File: src/hdl/wms_ram.sv
// Generic single write port, single read port RAM with registered read data.
module wms_ram #(
    parameter int WIDTH = 24,
    parameter int DEPTH = 16
) (
    input  logic                     clk,
    input  logic                     we,
    input  logic [$clog2(DEPTH)-1:0] waddr,
    input  logic [WIDTH-1:0]         wdata,
    input  logic [$clog2(DEPTH)-1:0] raddr,
    output logic [WIDTH-1:0]         rdata
);

    logic [WIDTH-1:0] mem [DEPTH];

    // write port and registered read port
    always_ff @(posedge clk)
    begin
        if (we)
        begin
            mem[waddr] <= wdata;
        end
        rdata <= mem[raddr];
    end

endmodule

File: config.mk
export PLATFORM = sky130hd
export DESIGN_NAME = wms_ram
export DESIGN_NICKNAME = d
export VERILOG_FILES = /design/src/hdl/wms_ram.sv
export SDC_FILE = /design/constraint.sdc
export NUM_CORES = 1
export LEC_CHECK = 0
export BUFFER_PORTS_ARGS = -buffer_cell sky130_fd_sc_hd__buf_4
export CELL_PAD_IN_SITES_DETAIL_PLACEMENT = 2
export CELL_PAD_IN_SITES_GLOBAL_PLACEMENT = 2
export CORE_UTILIZATION = 45
export DETAILED_ROUTE_END_ITERATION = 6
export GPL_ROUTABILITY_DRIVEN = 0
export PLACE_DENSITY_LB_ADDON = 0.1
export SYNTH_ARGS = -nofsm -noshare
export SYNTH_HDL_FRONTEND = slang
export SYNTH_SLANG_ARGS = --single-unit
File: constraint.sdc
create_clock -name clk -period 3.9 [get_ports clk]
set_input_delay 0.78 -clock clk [delete_from_list [all_inputs] [get_ports clk]]
set_output_delay 0.78 -clock clk [all_outputs]
set_load 0.01 [all_outputs]
==> run_results.csv <==
group,metric,value,unit
global_routing,grt_pass1_wl,52.14,mm
die,row_count,66,
yosys,yosysWarnings,0,
cts,cts_hold_buf,0,
finish,drive_gt1_frac,0.3355,
yosys,yosys.area.top_type,"edfxtp_1",
yosys,synth-simple-area-share,0.01492,
yosys,ys_seq_area_frac,0.8045,
cts,cts_root_buffer,"clkbuf_16",
yosys,mappedNetlistArea,14930,um^2
placed_design,dpl_cell_area,16050,um^2
finish,mostFrequentLayoutCells,"384 x edfxtp_1, 96 x mux4_2, 76 x buf_4",
yosys,yosys.area_share.adder,0,
die,die_h,184.2,um
cts,insertion_delay,0.53,ns
global_routing,grt_max_degree,41,
yosys,avgSynthCellArea,23.48,um^2
routing,vias,6791,
finish,fillCellCount,2710,
placed_design,place_ws,1.145,ns
power,ir_worst_vdd,0.4892,mV
global_routing,track_usage,0.2181,
die,core-area,32620,um^2
timing,worst_slack,1.718,ns
die,initial_core_util,0.4577,
worst_setup_path,r2r-start,"mem[3][0]",
min_path,min_from,"wdata[9]",
placed_design,io_buffers,57,
outcome,status,"complete, no violations",
min_path,hp-class,"in2reg",
timing,skew,0.01141,ns
worst_setup_path,worstPathRequired,4.04,ns
worst_setup_path,slowest_stage,"nor2_4",
finish,layout_commonest_cell,"edfxtp_1",
finish,area_delta_synth_final,16.73,%
yosys,yosys_register_bits,408,
yosys,synth_xor_area_frac,0,
yosys,yosys-mux-area-fraction,0.1448,
timing,finalSetupViolations,0,
yosys,synth_compound_area_frac,0.02413,
placed_design,hpwl,19.64,mm
routing,wl,35.36,mm
timing,slew_headroom,0.2688,
power,power_leakage,0.005604,uW
routing,ant_nets,0,
yosys,netlist_instances,636,
yosys,synth_top_area_frac,0.7723,
timing,drv_slew,0,
finish,final_nets,761,
die,fp.dieW,184.2,um
timing,layout_min_cycle_time,2.182,ns
global_routing,antenna_found_initial,0,
die,dieArea,33910,um^2
global_routing,grt_pass1_vias,7746,
worst_setup_path,crit_fanout,24,
routing,wl_per_cell,29.42,um
flow_run,maxCapViolations,0,
cts,ctsResizeCount,0,
cts,cts_tree,"built",
die,io_pins,58,
global_routing,grt_overflow,0,
routing,firstDrtPassIters,5,
worst_setup_path,worstPathArrival,2.32,ns
timing,fin_crit_sh,0.5594,
yosys,syn-num-nets,670,
cts,clock_sinks,408,
worst_setup_path,cp-start-kind,"primary input",
finish,num_antenna_cells,0,
power,finalPower,9405,uW
timing,tns,0,ns
timing,rsz0062_at_grt,"false",
yosys,synthDistinctLibCells,16,
routing,route.detailed.drc,0,
timing,fmax,458.4,MHz
worst_setup_path,crit_start,"waddr[2]",
routing,via_per_inst,5.650,
cts,clk_pin_slew,0.06,ns
yosys,synthTopCellsByArea,"edfxtp_1 77%, mux4_2 14%, dfxtp_1 3.2%, a22oi_1 2.4%, nand2_1 0.63%",
yosys,synth_top_family_by_area,"multiplexers",
cts,htreeDepth,2,
worst_setup_path,end_kind,"flip-flop",
cts,clockBufferDepth,3,
worst_setup_path,path_class,"in2reg",
cts,numCtsBuffers,43,
worst_setup_path,slowest_delay,0.81,ns
finish,fin_area,17430,um^2
timing,tightestPinTransition,1.094,ns
timing,finalHoldViolCount,0,
power,power_density,539.6,nW/um^2
routing,drt_iter0_drc,473,
worst_setup_path,r2r_slack,2.48,ns
worst_setup_path,path_cells,"buf_4, or3b_2, nor2_4",
cts,cts_setup_buffers,0,
## registers in the layout (all words and copies together), names as in the netlist
signal and count:
mem 384, rdata 24
## kinds of logic (layout without fill, tap and decap cells)
kind of cell	after synthesis	after routing
AOI/OAI and AO/OA	48	48
buffers and inverters	33	157
DFF	408	408
muxes	96	96
and+or+nand+nor	51	51
## Yosys cell counts
| cell | count |
|---|---|
| and2_1 | 1 |
| nor3_1 | 4 |
| nand2_1 | 25 |
| dfxtp_1 | 24 |
| nand3_1 | 1 |
| nand3b_1 | 2 |
| buf_2 | 10 |
| clkbuf_1 | 18 |
| nor2_1 | 13 |
| buf_6 | 5 |
| or3b_2 | 1 |
| nand2b_1 | 2 |
| nor2b_1 | 2 |
| edfxtp_1 | 384 |
| mux4_2 | 96 |
| a22oi_1 | 48 |
## layer usage
| metal | share of wire | track usage | vias up |
|---|---|---|---|
| li1 | - | - | 2886 |
| met1 | 0.42 | 0.2797 | 3726 |
| met2 | 0.54 | 0.3918 | 130 |
| met3 | 0.029 | 0.02865 | 49 |
| met4 | 0.019 | 0.05733 | 0 |
| met5 | 0 | 0 | - |
## where the power goes
part           switching [uW]  total (uW)  internal, uW
Combinational             270         473           203
Clock                    1620        3990          2380
Sequential               35.3        4940          4900
## cell type report
class	count	area, um^2	share of cell area
multi-input cells	195	2863	0.1643
flip-flops and latches	408	12010	0.6892
repair buffers	79	621.8	0.03568
well taps	442	553.0	0.03173
clock inverters	12	105.1	0.006030
clock buffers	66	1275	0.07315
## worst max-delay path: cells and delay by family
kind	cells	cell delay, ns
buffers and inverters	1	0.13
AND/OR/NAND/NOR	2	1.40
## per-stage QoR
stage,std cells,hold WS [ns],utilization
2_1_floorplan,636,0.6349,-
3_3_place_gp,1124,0.6490,0.4920
3_5_place_dp,1124,0.6679,0.4920
4_1_cts,1202,0.5397,0.5343
5_1_grt,1202,0.5598,0.5343
6_report,1202,0.5511,0.5343
## final timing paths
check,end,cells past startpoint
max,mem[3][6],3
min,mem[5][9],1
max reg2reg,rdata[0],3
min reg2reg,rdata[9],3
Power figures use the tool's default switching activity.
