## src/hdl/wms_div.sv

```systemverilog
// Restoring divider, one quotient bit per cycle.
module wms_div #(
    parameter int NUM_W = 48,
    parameter int DEN_W = 32
) (
    input  logic             clk,
    input  logic             rst_n,
    input  logic             start,
    input  logic [NUM_W-1:0] dividend,
    input  logic [DEN_W-1:0] divisor,
    output logic [NUM_W-1:0] quotient,
    output logic             done
);

    localparam int CNT_W = $clog2(NUM_W + 1);

    logic [NUM_W-1:0] quo_reg;
    logic [DEN_W-1:0] rem_reg;
    logic [DEN_W-1:0] den_reg;
    logic [CNT_W-1:0] cnt_reg, cnt_next;
    logic             busy_reg, busy_next;
    logic             done_reg, done_next;

    logic [DEN_W:0] trial;
    logic           fits;

    assign trial = {rem_reg, quo_reg[NUM_W-1]};
    assign fits  = trial >= {1'b0, den_reg};

    // control
    always_comb
    begin
        cnt_next  = cnt_reg;
        busy_next = busy_reg;
        done_next = 1'b0;
        if (start)
        begin
            cnt_next  = CNT_W'(NUM_W);
            busy_next = 1'b1;
        end
        else if (busy_reg)
        begin
            cnt_next = cnt_reg - 1'b1;
            if (cnt_reg == CNT_W'(1))
            begin
                busy_next = 1'b0;
                done_next = 1'b1;
            end
        end
    end

    always_ff @(posedge clk or negedge rst_n)
    begin
        if (!rst_n)
        begin
            cnt_reg  <= '0;
            busy_reg <= 1'b0;
            done_reg <= 1'b0;
        end
        else
        begin
            cnt_reg  <= cnt_next;
            busy_reg <= busy_next;
            done_reg <= done_next;
        end
    end

    // shift and subtract
    always_ff @(posedge clk)
    begin
        if (start)
        begin
            quo_reg <= dividend;
            rem_reg <= '0;
            den_reg <= divisor;
        end
        else if (busy_reg)
        begin
            quo_reg <= {quo_reg[NUM_W-2:0], fits};
            rem_reg <= fits ? DEN_W'(trial - {1'b0, den_reg}) : DEN_W'(trial);
        end
    end

    assign quotient = quo_reg;
    assign done     = done_reg;

endmodule

```

## config.mk

```make
export PLATFORM = sky130hd
export DESIGN_NAME = wms_div
export DESIGN_NICKNAME = d
export VERILOG_FILES = /design/src/hdl/wms_div.sv
export SDC_FILE = /design/constraint.sdc
export NUM_CORES = 1
export LEC_CHECK = 0
export BUFFER_PORTS_ARGS = -buffer_cell sky130_fd_sc_hd__clkbuf_2
export CORE_AREA = 2 2 124 126
export DETAILED_ROUTE_END_ITERATION = 10
export DIE_AREA = 0 0 126 128
export GPL_ROUTABILITY_DRIVEN = 0
export GPL_TIMING_DRIVEN = 0
export PLACE_DENSITY = 0.63
export SYNTH_ARGS = -nofsm -noshare
export SYNTH_HDL_FRONTEND = slang
export SYNTH_SLANG_ARGS = --single-unit
```

## constraint.sdc

```tcl
create_clock -name clk -period 3.1 [get_ports clk]
set_input_delay 0.62 -clock clk [delete_from_list [all_inputs] [get_ports clk]]
set_output_delay 0.62 -clock clk [all_outputs]
set_load 0.005 [all_outputs]
```

==> results of run 1 <==
how the worst max path moves through the flow:
stage / slack [ps] / startpoint / cells past startpoint / end
2_1_floorplan: 260 / quotient[47] / 12 / rem_reg[30]
3_3_place_gp: -390 / quotient[47] / 12 / rem_reg[30]
3_5_place_dp: -370 / quotient[47] / 12 / rem_reg[30]
4_1_cts: -70 / quotient[47] / 12 / rem_reg[30]
5_1_grt: -50 / den_reg[11] / 14 / rem_reg[0]
6_report: 100 / quotient[47] / 12 / rem_reg[30]
what timing repair did:
item                                    in CTS  in global routing
resized for setup                            5                 47
endpoints found under the hold margin        0                  0
cloned                                       0                  3
pin swaps                                    2                 29
buffers inserted                             2                  5
endpoints found under the setup margin      15                 33
cells by family after synthesis:
logic type,count (synthesis),synth area share
AO/OA/AOI/OAI,123,0.1285
buffers and inverters,70,0.04314
XOR/XNOR,31,0.04142
adder cells (fa/ha/maj),35,0.06795
flip-flops,120,0.4947
multiplexers,72,0.1191
AND/OR/NAND/NOR,144,0.1052
power breakdown:
part           switching [mW]  total, mW  internal (mW)
registers               0.195       2.19           2.00
clock network           0.724       2.09           1.36
logic                    1.29       2.50           1.22
total                    2.20       6.78           4.58
metal layers:
layer | vias to the layer above | track usage | share of wire
met3 | 27 | 0.07220 | 0.071
met5 | - | 0 | 0
met2 | 165 | 0.3087 | 0.47
met4 | 0 | 0.06723 | 0.021
li1 | 2508 | - | -
met1 | 2474 | 0.2495 | 0.44
critical path, cell delays in order, from the launching register on:
cell and delay (ps):
edfxtp_1 350, inv_1 60, ha_1 220, fa_2 370
nand2b_1 190, a21oi_2 200, o2111ai_2 180, o21ai_2 250
a211oi_1 150, o31ai_2 350, a31oi_1 160, mux2i_1 150
a211o_1 260
area by class of cell:
| class | count | share of cell area |
|---|---|---|
| Buffer | 27 | 0.02095 |
| Timing Repair Buffer | 141 | 0.09437 |
| Clock inverter | 12 | 0.02081 |
| Tap cell | 188 | 0.02794 |
| Clock buffer | 20 | 0.05305 |
| Multi-Input combinational cell | 405 | 0.3790 |
| Sequential cell | 120 | 0.3852 |
| Inverter | 42 | 0.01872 |
stage by stage:
| step | TNS, ps | hold WS (ps) | instances | utilization | setup slack (ps) |
|---|---|---|---|---|---|
| 2_1_floorplan | 0 | 324.4 | 595 | - | 259.6 |
| 3_3_place_gp | -1294 | 477.4 | 914 | 0.5009 | -393.2 |
| 3_5_place_dp | -5476 | 483.6 | 914 | 0.5009 | -369.0 |
| 4_1_cts | -74.25 | 41.17 | 948 | 0.5447 | -74.25 |
| 5_1_grt | -259.3 | 48.48 | 955 | 0.5664 | -45.46 |
| 6_report | 0 | 48.00 | 955 | 0.5664 | 101.7 |
synth_stat cells, types with 9 or more instances:
master    number
mux2_2        48
mux2i_1       24
xor2_1        12
edfxtp_1      80
dfxtp_1       32
nor3_1         9
nor2_1        54
inv_1         42
ha_1          34
a21oi_1       28
nand2b_1      11
a211oi_1      31
nand2_1       30
xnor2_1       19
nand4_1        9
clkbuf_1      21
o21ai_0       21
==> run metrics, run 1 <==
type of destination of the critical path flip-flop; most common cell after layout, fill and taps aside clkbuf_2; diode count 0; first-pass GRT wire length 25.13 mm; Reg2Reg Depth 12; max FFs per register 48; Placed Area 0.007446 mm²; Final Hold Viols 0; Post-route DRC 0; Fin Clk Skew 11.01 ps; crit path DAT 3310 ps; RSZ-0062 raised after global routing true; IO Count 132; fill cell count 1311; Die W 126 µm; main flop type after synthesis edfxtp_1; Tcrit/Tclk final 0.9672; die area 0.01613 mm²; status finished, final reports clean; Yosys top cell area share 0.3665; core area 0.01486 mm²; P per Cell Area 805.3 mW/mm²; commonest cells after routing, fill and taps aside 131 x clkbuf_2, 80 x edfxtp_1, 53 x nor2_1; GRT Overall Usage 0.1957; EDFF count, synth 80; multi-input logic area 0.003191 mm²; reg-to-reg startpoint quotient[47]; Post-Syn Area 0.006555 mm²; 1st-pass router iterations 5; FMAX 333.5 MHz; Setup Crit Path Kind flip-flop to flip-flop; Async S/R FF share, synth 0.06667; TritonCTS clock tree done; initial antenna violation count 0; DRT iter0 DRCs 232; Num CTS Buffers 17; Slew Limit Fails 0; I/O Buffers 131; register area 0.003243 mm²; syn_area_per_cell 11.02 µm²; sequential share of the synthesized area 0.4948; hold crit path type input port to asynchronous set/reset pin; Yosys top cell by area edfxtp_1; Rows 45; layout cells sized above 1 0.3377; Min Clock Period, post-route 2998 ps; Finish-stage setup viols 0; top cells by area, synth edfxtp_1 37%, dfxtp_1 9.8%, mux2_2 8.2%; initial core utilization 0.4410; Peak supply drop 0.0004396 V; clock sink count 120; Syn Nets 713; Layout area overhead 28.44%; CTS root buffer clkbuf_16; final WL 15.79 mm; total power 6.780 mW; residual overflow from global routing 0; Syn. warnings 0; worst r2r dst rem_reg[30]; Max Cap Viol 0; max_slew headroom 0.2401; HPWL after detailed placement 10.85 mm; die height 128 µm; CP Max Fanout 3; final non-filler cell area 0.008419 mm²; Pleak 3.584 nW; maximum clock insertion buffer count 2; Worst-path clk slew 60 ps; vias in the first global route 5247; Skew-Pair Late Insertion Delay 420 ps; worst-margin pin slew 1140 ps; Via density 5.418; Routed Antenna Nets 0; Synth cell types 55; Synth Instances 595; Vias 5174; hold bufs inserted after CTS 0; post-synthesis register bit count 120; largest net degree at the start of global routing 50; Critical Path RT 3410 ps; startpoint types flip-flop; WL/cell 16.54 µm; flop-to-flop setup slack 100 ps; H-tree Lvls 4; Layout Nets 872
Note: power is estimated with default switching activity, not from simulation.
==> run 2, diff against run 1 <==
==> constraint.sdc (replaced) <==
create_clock -name clk -period 3.1 [get_ports clk]
set_input_delay 0.465 -clock clk [delete_from_list [all_inputs] [get_ports clk]]
set_output_delay 0.465 -clock clk [all_outputs]
set_load 0.005 [all_outputs]
==> run metrics, run 2 (synthesized netlist as in run 1, its figures left out) <==
status finished, final reports clean; Pleak 3.589 nW; Via density 5.384; Hold WS 224.6 ps; Min Clock Period, post-route 3002 ps; Fin Clk Skew 9.897 ps; Vias 5147; die height 128 µm; Setup Crit Path Kind flip-flop to flip-flop; Finish-stage setup viols 0; Layout area overhead 28.59%; max_slew headroom 0.2440; multi-input logic area 0.003191 mm²; Die W 126 µm; DR WL met3 1.134 mm; Tcrit/Tclk final 0.9684; startpoint types flip-flop; Skew-Pair Late Insertion Delay 410 ps; residual overflow from global routing 0; maximum clock insertion buffer count 2; Placed Instances 914; Slew Limit Fails 0; fin util 0.5671; CP Max Fanout 3; fill cell count 1311; type of destination of the critical path flip-flop; most common cell after layout, fill and taps aside clkbuf_2; diode count 0; die area 0.01613 mm²; WL/cell 16.51 µm; wire length on met2 7.385 mm; I/O Buffers 131; H-tree Lvls 4; Rows 45; worst-margin pin slew 1134 ps; Num CTS Buffers 17; Peak supply drop 0.0004387 V; clock sink count 120; Layout Nets 873; vias in the first global route 5252; CTS root buffer clkbuf_16; Routed Antenna Nets 0; GRT Overall Usage 0.1960; FMAX 333.1 MHz; Max Cap Viol 0; HPWL after detailed placement 10.85 mm; total power 6.778 mW; register area 0.003243 mm²; core area 0.01486 mm²; initial core utilization 0.4410; DR top layer met4; Final Hold Viols 0; TritonCTS clock tree done; largest net degree at the start of global routing 50; crit path DAT 3310 ps; RSZ-0062 raised after global routing true; hold crit path type input port to flip-flop; Non-Filler Instances 956; max FFs per register 48; Post-route DRC 0; Critical Path RT 3410 ps; initial antenna violation count 0; Worst-path clk slew 60 ps; DRT iter0 DRCs 241; IO Count 132; commonest cells after routing, fill and taps aside 131 x clkbuf_2, 80 x edfxtp_1, 53 x nor2_1; P per Cell Area 804.0 mW/mm²; 1st-pass router iterations 5; final WL 15.78 mm; layout cells sized above 1 0.3372; M1 wire length 7.000 mm; first-pass GRT wire length 25.17 mm
## run 2: cell count changes in the layout (fill, tap and decap cells not counted), sizes merged
cell         before  now
dlygate4sd3       0    1
## run 2: critical path, cell delays in order, from the launching register on
cell and delay, ps:
edfxtp_1 350, inv_1 60, ha_1 220, fa_2 370, nand2b_1 190, a21oi_2 200, o2111ai_2 180, o21ai_2 260
a211oi_1 150, o31ai_2 350, a31oi_1 160, mux2i_1 150, a211o_1 260
## run 2: final timing paths
check	startpoint	endpoint	slack [ps]	cells after the start
setup / recovery	quotient[47]	rem_reg[30]	100	12
hold reg to reg	rem_reg[1]	rem_reg[1]	500	2
hold / removal	divisor[25]	den_reg[25]	220	1
min in group asynchronous	rst_n	done	430	2
setup reg to reg	quotient[47]	rem_reg[30]	100	12
max in group asynchronous	rst_n	cnt_reg[2]	2480	2
## run 2: timing repair
item                       CTS  global route
pin swaps                    2            29
hold buffers                 1             0
setup endpoints to repair   15            33
cloned                       0             3
hold endpoints to repair     8             0
buffers inserted             2             5
resized for setup            5            47
## run 2: layout make-up
type | count | area share
Multi-Input combinational cell | 405 | 0.3785
Timing Repair Buffer | 142 | 0.09544
Buffer | 27 | 0.02093
Clock buffer | 20 | 0.05299
Tap cell | 188 | 0.02791
Clock inverter | 12 | 0.02078
Inverter | 42 | 0.01870
Sequential cell | 120 | 0.3847
## run 2: metal layers
| metal | track usage | up-vias |
|---|---|---|
| met5 | 0 | - |
| met4 | 0.06723 | 0 |
| met3 | 0.07220 | 21 |
| met2 | 0.3096 | 163 |
| met1 | 0.2495 | 2457 |
| li1 | - | 2506 |
## run 2: metrics by stage
stage / setup TNS, ps / area (µm²) / worst slack (ps)
2_1_floorplan: 0 / 6555 / 259.6
3_3_place_gp: -662.3 / 7446 / -393.2
4_1_cts: -74.25 / 8107 / -74.25
3_5_place_dp: -1012 / 7446 / -369.0
6_report: 0 / 8429 / 97.81
5_1_grt: -259.3 / 8429 / -45.46
## run 2: power breakdown
group | total [mW] | leakage [nW] | switching [mW] | internal, mW
clock network | 2.09 | 0.298 | 0.721 | 1.36
registers | 2.19 | 1.18 | 0.196 | 2.00
logic | 2.50 | 2.11 | 1.28 | 1.22
total | 6.78 | 3.59 | 2.20 | 4.58
==> run 3, diff against run 2 <==
RECOVER_POWER = 50   (was unset)
==> run metrics, run 3 (synthesized netlist as in run 1, its figures left out) <==
type of destination of the critical path flip-flop; die height 128 µm; Num CTS Buffers 17; Setup Crit Path Kind flip-flop to flip-flop; Min Clock Period, post-route 3003 ps; Net Sw Power 2.210 mW; status finished, final reports clean; WL/cell 16.55 µm; first-pass GRT wire length 25.17 mm; Tcrit/Tclk final 0.9686; final non-filler cell area 0.008397 mm²; fin util 0.5649; most common cell after layout, fill and taps aside clkbuf_2; layout cells sized above 1 0.3034; largest net degree at the start of global routing 50; Post-route DRC 0; Comb power frac 0.369; Skew-Pair Late Insertion Delay 420 ps; worst path bufs/invs 1; hold crit path type input port to flip-flop; Pint 4.567 mW; Vias 5170; switching share of power 0.3261; commonest cells after routing, fill and taps aside 105 x clkbuf_2, 80 x edfxtp_1, 53 x nor2_1; crit-path leading delay family compound AO/OA/AOI/OAI gates; max FFs per register 48; 1st-pass router iterations 5; TNS Setup 0 ps; core area 0.01486 mm²; max_slew headroom 0.2393; CP peak stage delay 370 ps; setup ws final 97.26 ps; Die W 126 µm; CTS root buffer clkbuf_16; DRT iter0 DRCs 236; CP cell instances inv_1 > ha_1 > fa_2 > nand2b_1 > a21oi_2 > o2111ai_2 > o21ai_2 > a211oi_1 > o31ai_2 > a31oi_1 > mux2i_1 > a211o_1; initial core utilization 0.4410; Fin Clk Skew 10.31 ps; TritonCTS clock tree done; Placed Instances 914; clock sink count 120; Setup crit start quotient[47]; I/O Buffers 131; Layout Nets 873; Placed Area 0.007446 mm²; reg-to-reg startpoint quotient[47]; CP Max Fanout 3; final WL 15.82 mm; Finish-stage setup viols 0; Rows 45; sequential fraction of design power 0.323; vias in the first global route 5252; RSZ-0062 raised after global routing true; IO Count 132; Routed Antenna Nets 0; diode count 0; Non-Filler Instances 956; Critical Path RT 3410 ps; FMAX 333.0 MHz; Final Hold Viols 0; die area 0.01613 mm²; initial antenna violation count 0; startpoint types flip-flop; Via density 5.408; Worst-path clk slew 60 ps; H-tree Lvls 4; HPWL after detailed placement 10.85 mm; Hold WS 223.1 ps; Clk pwr share 0.308; crit path DAT 3310 ps; GRT Overall Usage 0.1960; Peak supply drop 0.0004369 V; residual overflow from global routing 0; Slew Limit Fails 0; Slowest-stage cell, CP fa_2; Pleak 3.511 nW; hold wc startpoint divisor[25]; Layout area overhead 28.10%; P per Cell Area 807.1 mW/mm²; Max Cap Viol 0; dpl ws -369.0 ps; total power 6.777 mW; maximum clock insertion buffer count 2; worst-margin pin slew 1141 ps
==> run 3: repair_timing <==
item / 4_1_cts / 5_1_grt
endpoints found under the setup margin: 15 / 33
pin swaps: 2 / 29
hold endpoints to repair: 8 / 0
buffers inserted: 2 / 5
hold buffers: 1 / 0
gates resized for setup: 5 / 47
cloned: 0 / 3
==> run 3: final timing paths <==
kind,slack (ps),cells past startpoint,endpoint
max in group asynchronous,2250,2,cnt_reg[2]
setup / recovery,100,12,rem_reg[30]
hold / removal,220,1,den_reg[25]
min in group asynchronous,510,2,done
hold reg to reg,500,2,rem_reg[1]
setup reg to reg,100,12,rem_reg[30]
==> run 3: area by class of cell <==
class / count / area (µm²)
Buffer: 27 / 176.4
Clock buffer: 20 / 446.7
Clock inverter: 12 / 175.2
Fill cell: 1327 / 6467
Inverter: 42 / 157.7
Multi-Input combinational cell: 405 / 3191
Sequential cell: 120 / 3243
Tap cell: 188 / 235.2
Timing Repair Buffer: 142 / 772.0
==> run 3: layer usage <==
metal / global-route usage / wire (µm) / vias up
li1: - / - / 2507
met4: 0.06723 / 294 / 0
met5: 0 / 0 / -
met2: 0.3096 / 7434 / 173
met3: 0.07220 / 1139 / 25
met1: 0.2495 / 6953 / 2465
==> run 3: power by group through the flow <==
| stage | clock network, mW | registers, mW | logic, mW |
|---|---|---|---|
| global route | 2.19 | 2.23 | 2.73 |
| finish | 2.09 | 2.19 | 2.50 |
| floorplan | 0 | 2.17 | 1.57 |
| CTS | 2.13 | 2.18 | 2.12 |
| global placement | 0 | 2.19 | 2.02 |
| detailed placement | 0 | 2.20 | 2.06 |
