$ cat src/hdl/wms_sqrt.sv
// Digit-by-digit integer square root, one root bit per cycle.
module wms_sqrt #(
    parameter int RAD_W = 96
) (
    input  logic               clk,
    input  logic               rst_n,
    input  logic               start,
    input  logic [RAD_W-1:0]   radicand,
    output logic [RAD_W/2-1:0] root,
    output logic               done
);

    localparam int ROOT_W = RAD_W / 2;
    localparam int CNT_W  = $clog2(ROOT_W + 1);

    logic [RAD_W-1:0]  rad_reg;
    logic [ROOT_W-1:0] root_reg;
    logic [ROOT_W+1:0] rem_reg;
    logic [CNT_W-1:0]  cnt_reg, cnt_next;
    logic              busy_reg, busy_next;
    logic              done_reg, done_next;

    logic [ROOT_W+3:0] cur;
    logic [ROOT_W+3:0] trial;
    logic              fits;

    assign cur   = {rem_reg, rad_reg[RAD_W-1:RAD_W-2]};
    assign trial = {2'b00, root_reg, 2'b01};
    assign fits  = cur >= trial;

    // control
    always_comb
    begin
        cnt_next  = cnt_reg;
        busy_next = busy_reg;
        done_next = 1'b0;
        if (start)
        begin
            cnt_next  = CNT_W'(ROOT_W);
            busy_next = 1'b1;
        end
        else if (busy_reg)
        begin
            cnt_next = cnt_reg - 1'b1;
            if (cnt_reg == CNT_W'(1))
            begin
                busy_next = 1'b0;
                done_next = 1'b1;
            end
        end
    end

    always_ff @(posedge clk or negedge rst_n)
    begin
        if (!rst_n)
        begin
            cnt_reg  <= '0;
            busy_reg <= 1'b0;
            done_reg <= 1'b0;
        end
        else
        begin
            cnt_reg  <= cnt_next;
            busy_reg <= busy_next;
            done_reg <= done_next;
        end
    end

    // two radicand bits in, one root bit out
    always_ff @(posedge clk)
    begin
        if (start)
        begin
            rad_reg  <= radicand;
            root_reg <= '0;
            rem_reg  <= '0;
        end
        else if (busy_reg)
        begin
            rad_reg  <= {rad_reg[RAD_W-3:0], 2'b00};
            root_reg <= {root_reg[ROOT_W-2:0], fits};
            rem_reg  <= fits ? (ROOT_W+2)'(cur - trial) : (ROOT_W+2)'(cur);
        end
    end

    assign root = root_reg;
    assign done = done_reg;

endmodule

$ cat config.mk
export PLATFORM = sky130hd
export DESIGN_NAME = wms_sqrt
export DESIGN_NICKNAME = d
export VERILOG_FILES = /design/src/hdl/wms_sqrt.sv
export SDC_FILE = /design/constraint.sdc
export NUM_CORES = 1
export LEC_CHECK = 0
export ABC_AREA = 1
export BUFFER_PORTS_ARGS = -buffer_cell sky130_fd_sc_hd__buf_2
export CAP_MARGIN = 10
export CORE_ASPECT_RATIO = 0.9
export CORE_MARGIN = 2
export CORE_UTILIZATION = 40
export CTS_BUF_LIST = sky130_fd_sc_hd__clkbuf_4
export CTS_CLUSTER_SIZE = 10
export DETAILED_ROUTE_END_ITERATION = 6
export PLACE_DENSITY_LB_ADDON = 0.1
export SLEW_MARGIN = 20
export SYNTH_ARGS = -nofsm -noshare
export SYNTH_HDL_FRONTEND = slang
export SYNTH_SLANG_ARGS = --single-unit
$ cat constraint.sdc
create_clock -name clk -period 8.7 [get_ports clk]
set_input_delay 0.435 -clock clk [delete_from_list [all_inputs] [get_ports clk]]
set_output_delay 0.435 -clock clk [all_outputs]
set_load 0.01 [all_outputs]
==> metrics.txt, run 1 <==
status finished clean; final clock period utilization by the worst path 0.465; CP Cell Sequence inv_1 -> ha_1 -> nand2_1 -> nor2_2 -> inv_2 -> nor2_2 -> nand2_1 -> nor3_2 -> nand3_2 -> nand3_2 -> buf_4 -> nand2_1 -> nand2_1 -> nand2_1 -> nand2_1; worst-case vdd ir drop 130 uV; grt total ovfl 0; register area share after synthesis 0.406; area post-placement 13,500 um^2; Die Y 171 um; Slew Limit Headroom 0.309; WP buf/inv 3; Syn. warnings 0; GRT Overall Usage 0.232; root buffer cell clkbuf_4; critical-path maximum fanout 43; DRC errors left 0; H-tree lvl count 2; Setup TNS 0 ns; starting density of the core 0.404; final hold violation count 0; largest net degree at the start of global routing 98; Crit path top cell by count nand2_1; Worst Tran Pin Value 1.04 ns; total number of vias 12,300; die area 32,500 um^2; fin area 15,200 um^2; post-synthesis cell count 1,862; RSZ-0062 raised after global routing no; CP max stage delay ~0.8 ns; first-pass GRT wire length just over 60 mm; initial antenna violation count 1; crit path capture type flop; Ports 148; commonest non-fill, non-tap cell in the layout nand2_1; max_cap viols 0; Startpoint Class flop; Chip Width 190 um; Clock Tree Buf Depth 3; Largest register FFs 96; drt first pass iters 5; vias in the first global route 11,900; HPWL after DPL 26.4 mm; Worst Hold Class in -> async; Avg Vias per Cell 4.79; gpl congestion a little over 0.9; clock sink count approximately 200; min Tclk post-route 4.05 ns; fin nets ~2,300; # setup viols final 0; core area just over 30,000 um^2; Clock transition at path regs 0.07 ns; Largest delay share family, worst path simple AND/OR/NAND/NOR gates; Num CTS Buffers 54; post-route ant nets 0; syn nets 2,013; Clock Skew 0.0628 ns; WP data arrival 4.68 ns; most frequent cells in the layout nand2_1 (882), inv_1 (264), buf_2 (146); CTS tree done; number of port buffers roughly 150; detailed router's first-iteration violation count roughly 570; Synth Cell Area roughly 12,000 um^2; Syn Area/Cell 6.68 um^2; setup ws final 4.65 ns; Seq cells post-synth 202; crit path kind reg -> reg; leak pwr 8.20 nW; pwr dens 324 nW/um^2; Max Fclk between 200 and 250 MHz; Critical Path RT roughly 9.3 ns; Routed Wire Length between 30 and 40 mm; P&R area growth vs syn 22.3%; clock latency on the worst-skew pair 0.74 ns; DP Worst Slack between 4 and 5 ns; layout cells sized above 1 0.122; CP max stage cell nand3_2; DR WL/cell around 14 um; max-slew violations 0; count of cell types in the netlist 36; num rows 61
==> final timing paths <==
path	startpoint	to	slack, ns	cells past startpoint
max	root[23]	rem_reg[20]	4.65	15
min	rst_n	cnt_reg[0]	0.09	2
max reg2reg	root[23]	rem_reg[20]	4.65	15
min reg2reg	rem_reg[49]	rem_reg[49]	0.46	2
max in group asynchronous	rst_n	done	8.42	2
min in group clk	start	rad_reg[2]	0.32	3
==> worst register-to-register path: stages (launching register included) <==
cell and delay [ns]:
dfxtp_1 0.32, inv_1 0.07, ha_1 0.38, nand2_1 0.13, nor2_2 0.23, inv_2 0.07
nor2_2 0.15, nand2_1 0.12, nor3_2 0.15, nand3_2 0.80, nand3_2 0.82, buf_4 0.45
nand2_1 0.11, nand2_1 0.07, nand2_1 0.05, nand2_1 0.08
==> logic make-up after synthesis <==
kind of cell             after synthesis  share of synthesized area
AO/OA/AOI/OAI                        128                     0.0601
flip-flops                           202                      0.406
adder cells (fa/ha/maj)               52                     0.0523
XOR/XNOR                              23                     0.0162
buffers and inverters                329                      0.102
AND/OR/NAND/NOR                     1128                      0.364
==> routing by layer <==
metal	GRT usage	share of wire	routed length (um)	vias to the layer above
met5	0	0	0	-
met4	0.0691	0.022	801	0
met3	0.0526	0.057	2100	60
met2	0.380	0.45	16600	275
met1	0.307	0.47	17600	5558
li1	-	-	-	6384
==> stage by stage <==
| step | hold WS (ns) | cells | total power, mW | utilization |
|---|---|---|---|---|
| floorplan | 0.139 | 1862 | 3.28 | - |
| global placement | 0.290 | 2368 | 4.00 | 0.440 |
| detailed placement | 0.290 | 2368 | 4.01 | 0.440 |
| CTS | 0.0244 | 2564 | 4.95 | 0.494 |
| global route | 0.0635 | 2565 | 5.43 | 0.494 |
| finish | 0.0914 | 2565 | 4.92 | 0.494 |
==> cells in the mapped netlist (all sizes together) <==
cell type  count  area share
nand2        883        0.27
inv          269       0.081
dfxtp         98        0.16
edfxtp        96        0.23
nor2          96       0.029
nand3         76       0.031
nand4         53       0.027
ha            52       0.052
o22ai         48       0.024
a21oi         47       0.020
clkbuf        44       0.013
xor2          20       0.014
o21ai         19      0.0076
buf           14      0.0066
nor3          11      0.0048
o21bai        11      0.0066
dfrtp          8       0.016
nand3b         4      0.0024
xnor2          3      0.0021
clkinv         2     0.00060
nor4           2      0.0010
a21boi         1     0.00060
a21o           1     0.00060
and3           1     0.00050
o21a           1     0.00060
or2            1     0.00050
or3b           1     0.00070
==> power by group <==
group | total [mW] | leakage (nW) | internal (mW) | switching [mW]
clock network | 0.876 | 0.436 | 0.462 | 0.414
logic | 2.82 | 5.81 | 0.909 | 1.91
registers | 1.22 | 1.95 | 1.14 | 0.0832
total | 4.92 | 8.20 | 2.51 | 2.41
==> repair_timing <==
item                                    in CTS  in global routing
endpoints found under the setup margin       0                  0
hold buffers                                97                  0
gates resized for setup                      0                  0
setup buffers                                0                  0
hold endpoints to repair                   104                  0
==> final cells by class <==
class / count / area (um^2)
fill: 3219 / 15500
multi-input combinational: 1331 / 6140
sequential: 202 / 5040
timing repair buffer: 252 / 1770
inverter: 271 / 1020
clock buffer: 89 / 668
tap: 409 / 512
clock inverter: 10 / 48.8
antenna: 1 / 2.50
(Power assumes the default switching activity.)
==> inputs of run 2 (changes only) <==
clock period = 3.8 ns   (was 8.7 ns; I/O delays follow)
==> run 2 against run 1 <==
  * Worst setup slack worse by 3.6 ns
  * Maximum frequency rose by 49%
  * Combinational power rose by 130%
  * Total power grew 130%
  * Worst hold slack gained 0.19 ns
  * Via count increased by 0.13%
  * Register-to-register slack lost 3.6 ns
  * First-iteration DRC count grew 20%
  * Final area up 0.50%
  * Routed wire length is 1.2% lower
  * Core utilization grew 0.25 points
  * Sequential cell count stayed put
==> metrics.txt, run 2 (synthesized netlist as in run 1, its figures left out) <==
Clock Tree Buf Depth 3 (unchanged); DRC errors left 0 (unchanged); flop2flop setup slack 1.09 ns (was 4.65 ns); layout cells sized above 1 0.124 (was 0.122); vias in the first global route 11,900 (about the same); pwr dens 739 nW/um^2 (was 324 nW/um^2); number of port buffers 147 (unchanged); Seq pwr share 0.248 (was 0.249); Largest delay share family, worst path simple AND/OR/NAND/NOR gates (unchanged); Startpoint Class flop (unchanged); P&R area growth vs syn 22.9% (was 22.3%); commonest non-fill, non-tap cell in the layout nand2_1 (unchanged); grt total ovfl 0 (unchanged); min Tclk post-route 2.71 ns (was 4.05 ns); starting density of the core 0.404 (unchanged); Comb power frac 0.572 (was 0.573); Num CTS Buffers 54 (unchanged); Hold Path Origin radicand[83]; HPWL after DPL 26.0 mm (was 26.4 mm); DR WL/cell 14.2 um (was 14.5 um); CTS tree done (unchanged); Crit. Startpoint root[0] (was root[23]); crit path kind reg -> reg (unchanged); Internal Power 5.77 mW (was 2.51 mW); Critical Path RT 4.38 ns (was 9.34 ns); Ports 148 (unchanged); H-tree lvl count 2 (unchanged); max_cap viols 0 (unchanged); Net Switching 5.52 mW (was 2.41 mW); top sig layer met5 (was met4); core area 30,800 um^2 (unchanged); detailed router's first-iteration violation count 679 (was 568); clock sink count 202 (unchanged); fin nets 2,269 (was 2,263); clock latency on the worst-skew pair 0.74 ns (about the same); largest net degree at the start of global routing 99 (was 98); DP Worst Slack 1.05 ns (was 4.60 ns); Clock Skew 0.0450 ns (was 0.0628 ns); Chip Width 190 um (unchanged); switching share of total power 0.489 (was 0.490); WL met3 1.91 mm (was 2.10 mm); worst r2r src root[0] (was root[23]); final hold violation count 0 (unchanged); total power 11.3 mW (was 4.92 mW); num rows 61 (unchanged); most frequent cells in the layout nand2_1 (882), inv_1 (264), buf_2 (146) (unchanged); critical-path maximum fanout 42 (was 43); post-route ant nets 0 (unchanged); CP Capture Point rem_reg[39] (was rem_reg[20]); Setup TNS 0 ns (unchanged); leak pwr 8.23 nW (was 8.20 nW); # setup viols final 0 (unchanged); Worst Tran Pin Value 0.975 ns (was 1.04 ns); first-pass GRT wire length 59.0 mm (was 60.6 mm); Final Non-Filler Cells 2,574 (was 2,565); root buffer cell clkbuf_4 (unchanged); Die Y 171 um (unchanged); crit path capture type flop (unchanged); worst-case vdd ir drop 340 uV (was 130 uV); CP max stage cell buf_4 (was nand3_2); GRT Overall Usage 0.226 (was 0.232); setup ws final 1.09 ns (was 4.65 ns); R2R cell count 12 (was 15); Cell Count Post-Placement 2,372 (was 2,368); R2R Path End rem_reg[39] (was rem_reg[20]); max-slew violations 0 (unchanged); Avg Vias per Cell 4.78 (was 4.79); CP Cell Sequence inv_1 -> ha_1 -> nand2_1 -> nor2_1 -> or2_1 -> nand2_1 -> nand3_1 -> nand2_2 -> buf_4 -> nand4_1 -> nand3_1 -> nand2_1 (was inv_1 -> ha_1 -> nand2_1 -> nor2_2 -> inv_2 -> nor2_2 -> nand2_1 -> nor3_2 -> nand3_2 -> nand3_2 -> buf_4 -> nand2_1 -> nand2_1 -> nand2_1 -> nand2_1); CTS resizes 0 (unchanged); total number of vias 12,300 (about the same); Met2 Routed Length 16.1 mm (was 16.6 mm); gpl congestion 0.938 (was 0.928); CP max stage delay 0.41 ns (was 0.82 ns); final clock period utilization by the worst path 0.714 (was 0.465); Worst Hold Class in -> reg (was in -> async); Clock transition at path regs 0.07 ns (about the same); hold slack 0.278 ns (was 0.0914 ns); status finished clean (unchanged); drt first pass iters 6 (was 5); Largest register FFs 96 (unchanged); Met1 Wirelength 17.7 mm (was 17.6 mm); RSZ-0062 raised after global routing no (unchanged); die area 32,500 um^2 (unchanged); WP buf/inv 2 (was 3); Slew Limit Headroom 0.350 (was 0.309); Filler Cell Count 3,184 (was 3,219); initial antenna violation count 2 (was 1); Crit path top cell by count nand2_1 (unchanged); Max Fclk 369 MHz (was 247 MHz); power share of the clock group 0.179 (was 0.178); WP data arrival 3.30 ns (was 4.68 ns); Critical Path Stages 12 (was 15); Routed Wire Length 36.7 mm (was 37.1 mm)
[run 2: changes by cell type in the layout (fill, tap and decap cells not counted), sizes merged]
cell,change
clkinv,+3
buf,+4
dlygate4sd3,+2
[run 2: stage by stage]
stage | instance area (um^2) | utilization
after CTS | 15300 | 0.497
after global routing | 15300 | 0.497
final | 15300 | 0.497
after global placement | 13600 | 0.441
after detailed placement | 13600 | 0.441
after floorplan | 12400 | -
[run 2: what timing repair did]
| item | in CTS | in global routing |
|---|---|---|
| endpoints found under the hold margin | 106 | 0 |
| hold buffers | 99 | 0 |
| buffers inserted | 0 | 0 |
[run 2: how the worst min path moves through the flow]
stage | end | slack, ns | depth (start not counted)
after global routing | rad_reg[67] | 0.24 | 4
after global placement | cnt_reg[1] | 0.05 | 1
after detailed placement | cnt_reg[1] | 0.04 | 1
after floorplan | busy_reg | -0.11 | 0
after CTS | rad_reg[1] | 0.19 | 4
final | rad_reg[83] | 0.28 | 4
[run 2: worst reg2reg max path: stages, from the launching register on]
cell and delay [ns]:
dfxtp_1 0.36, inv_1 0.13, ha_1 0.38, nand2_1 0.14, nor2_1 0.06, or2_1 0.26
nand2_1 0.09, nand3_1 0.20, nand2_2 0.14, buf_4 0.41, nand4_1 0.22, nand3_1 0.14
nand2_1 0.07
[run 2: per-layer routing]
layer	vias up	GRT usage
li1	6392	-
met3	68	0.0486
met5	-	0
met2	285	0.366
met4	2	0.0664
met1	5546	0.302
[run 2: power groups by stage]
stage	clock network, mW	registers [mW]	logic (mW)
6_report	2.02	2.80	6.46
3_5_place_dp	0	2.85	6.34
3_3_place_gp	0	2.84	6.34
4_1_cts	2.11	2.80	6.44
2_1_floorplan	0	2.80	4.70
5_1_grt	2.22	2.84	7.34
[run 2: area by class of cell]
| class | instances | area (um^2) | area share |
|---|---|---|---|
| Timing Repair Buffer | 258 | 1830 | 0.120 |
| Antenna cell | 1 | 2.50 | 0.000164 |
| Clock buffer | 89 | 668 | 0.0437 |
| Multi-Input combinational cell | 1331 | 6140 | 0.402 |
| Clock inverter | 13 | 62.6 | 0.00409 |
| Tap cell | 409 | 512 | 0.0335 |
| Inverter | 271 | 1020 | 0.0669 |
| Sequential cell | 202 | 5040 | 0.330 |
==> inputs of run 3 (changes only) <==
clock period = 2.2 ns   (was 3.8 ns; I/O delays follow)
==> run 3 against run 2 <==
  * The run now ends with setup timing left
  * Combinational power rose to 3.0 times the previous value
  * Cell count rose by 15%
  * Via count is 15% higher
  * Clock power increased by 73%
  * Largest power group unchanged
  * Highest routed layer is now met4
==> metrics.txt, run 3 (synthesized netlist as in run 1, its figures left out) <==
clock latency on the worst-skew pair 0.74 ns (about the same); DP Worst Slack -0.355 ns (was 1.05 ns); Clock transition at path regs 0.06 ns (was 0.07 ns); Critical Path RT 2.79 ns (was 4.38 ns); Max Fclk 450 MHz (was 369 MHz); GR Util met2 0.447 (was 0.366); hold path endpoint rad_reg[34] (was rad_reg[83]); die area 32,500 um^2 (unchanged); fin nets 2,648 (was 2,269); vias in the first global route 13,800 (was 11,900); Cell Count Post-Placement 2,693 (was 2,372); P&R area growth vs syn 62.1% (was 22.9%); layout cells sized above 1 0.404 (was 0.124); fin area 20,200 um^2 (was 15,300 um^2); leak pwr 10.4 nW (was 8.23 nW); detailed router's first-iteration violation count 676 (was 679); final hold violation count 0 (unchanged); DRC errors left 0 (unchanged); Num CTS Buffers 55 (was 54); final clock period utilization by the worst path 1.01 (was 0.714); # setup viols final 10 (was 0); crit path kind reg -> reg (unchanged); Largest register FFs 96 (unchanged); grt total ovfl 0 (unchanged); H-tree lvl count 2 (unchanged); Worst Hold Class in -> reg (unchanged); first-pass GRT wire length 67.7 mm (was 59.0 mm); grt met3 use 0.0488 (was 0.0486); Hold Path Origin radicand[34] (was radicand[83]); switching share of total power 0.453 (was 0.489); Slew Limit Headroom 0.544 (was 0.350); pwr dens 1390 nW/um^2 (was 739 nW/um^2); R2R Path End rem_reg[39] (unchanged); power share of the clock group 0.125 (was 0.179); num rows 61 (unchanged); largest net degree at the start of global routing 71 (was 99); WP data arrival 2.81 ns (was 3.30 ns); setup ws final -0.0220 ns (was 1.09 ns); core area 30,800 um^2 (unchanged); Clock Skew 0.0632 ns (was 0.0450 ns); Net Switching 12.7 mW (was 5.52 mW); hold path cells 4 (unchanged); total power 28.1 mW (was 11.3 mW); clock sink count 202 (unchanged); DR WL/cell 14.7 um (was 14.2 um); total number of vias 14,100 (was 12,300); Internal Power 15.4 mW (was 5.77 mW); min Tclk post-route 2.22 ns (was 2.71 ns); failing checks setup timing; worst-case vdd ir drop 604 uV (was 340 uV); number of port buffers 147 (unchanged); Comb power frac 0.701 (was 0.572); Routed Wire Length 43.4 mm (was 36.7 mm); root buffer cell clkbuf_4 (unchanged); Die Y 171 um (unchanged); Chip Width 190 um (unchanged); Ports 148 (unchanged); max_cap viols 0 (unchanged); max-slew violations 0 (unchanged); RSZ-0062 raised after global routing yes (was no); post-route ant nets 0 (unchanged); HPWL after DPL 29.1 mm (was 26.0 mm); flop2flop setup slack -0.02 ns (was 1.09 ns); gpl congestion 0.950 (was 0.938); Worst Tran Pin Value 0.685 ns (was 0.975 ns); area post-placement 16,000 um^2 (was 13,600 um^2); GRT Overall Usage 0.259 (was 0.226); most frequent cells in the layout nand2_1 (730), buf_4 (340), inv_1 (206) (was nand2_1 (882), inv_1 (264), buf_2 (146)); Seq pwr share 0.174 (was 0.248); starting density of the core 0.404 (unchanged); Filler Cell Count 2,719 (was 3,184); status finished, violations left (was finished clean); initial antenna violation count 1 (was 2); met1 Resource Use GR 0.330 (was 0.302); Final Non-Filler Cells 2,950 (was 2,574); Startpoint Class flop (unchanged); Avg Vias per Cell 4.79 (was 4.78); Clock Tree Buf Depth 3 (unchanged); R2R cell count 16 (was 12); commonest non-fill, non-tap cell in the layout nand2_1 (unchanged); critical-path maximum fanout 3 (was 42); GRT busiest layer met2 (unchanged); drt first pass iters 5 (was 6); worst r2r src root[17] (was root[0]); crit path capture type flop (unchanged); CTS tree done (unchanged)
==> run 3: timing repair <==
item,in CTS,in global routing
cloned,2,5
buffers inserted,13,13
hold buffers,125,0
gates resized for setup,136,348
pin swaps,41,92
endpoints found under the hold margin,108,0
setup endpoints to repair,51,51
==> run 3: through the flow <==
stage / hold slack, ns / setup TNS, ns / utilization
floorplan: -0.186 / 0 / -
global placement: -0.0366 / -8.26 / 0.521
detailed placement: -0.0317 / -9.74 / 0.521
CTS: 0.119 / -0.249 / 0.612
global route: 0.170 / -3.86 / 0.656
finish: 0.216 / -0.0965 / 0.656
==> run 3: worst max-delay path: stages (launching register included) <==
cell      delay [ns]
dfxtp_2         0.33
inv_2           0.05
ha_4            0.25
buf_4           0.15
nand2_2         0.10
inv_1           0.07
nand2_1         0.10
inv_1           0.09
nand2_2         0.07
nand2_1         0.06
nand3b_1        0.27
nand2_2         0.18
nand2_1         0.08
nand2_2         0.10
nand3_4         0.07
nand3_2         0.08
nand2_1         0.05
==> run 3: worst max path at each step <==
stage	start	end	cells past startpoint	slack, ns
global placement	root[25]	rem_reg[40]	14	-0.33
CTS	root[27]	rem_reg[10]	16	-0.03
global route	root[3]	rem_reg[36]	18	-0.13
floorplan	root[25]	rem_reg[32]	15	0.05
detailed placement	root[29]	rem_reg[40]	14	-0.36
finish	root[17]	rem_reg[39]	16	-0.02
==> run 3: power by group through the flow <==
stage	clock [mW]	combinational [mW]	sequential, mW
floorplan	0	8.13	4.83
global placement	0	14.5	4.82
detailed placement	0	14.6	4.83
CTS	3.63	16.2	4.84
global route	3.83	21.5	4.96
finish	3.50	19.7	4.91
==> run 3: area by class of cell <==
cell class                      instances  area [um^2]  area share
Inverter                              271         1020      0.0508
Clock inverter                          9         46.3     0.00230
Clock buffer                           90          676      0.0335
Timing Repair Buffer                  636         5000       0.248
Antenna cell                            2         5.00    0.000248
Multi-Input combinational cell       1331         7790       0.386
Tap cell                              409          512      0.0254
Sequential cell                       202         5110       0.253
==> run 3: routing by layer <==
layer	part of all wire	routed length, um	vias to the layer above
li1	-	-	7153
met1	0.44	19300	6528
met2	0.48	20600	380
met3	0.054	2330	82
met4	0.027	1180	0
met5	0	0	-
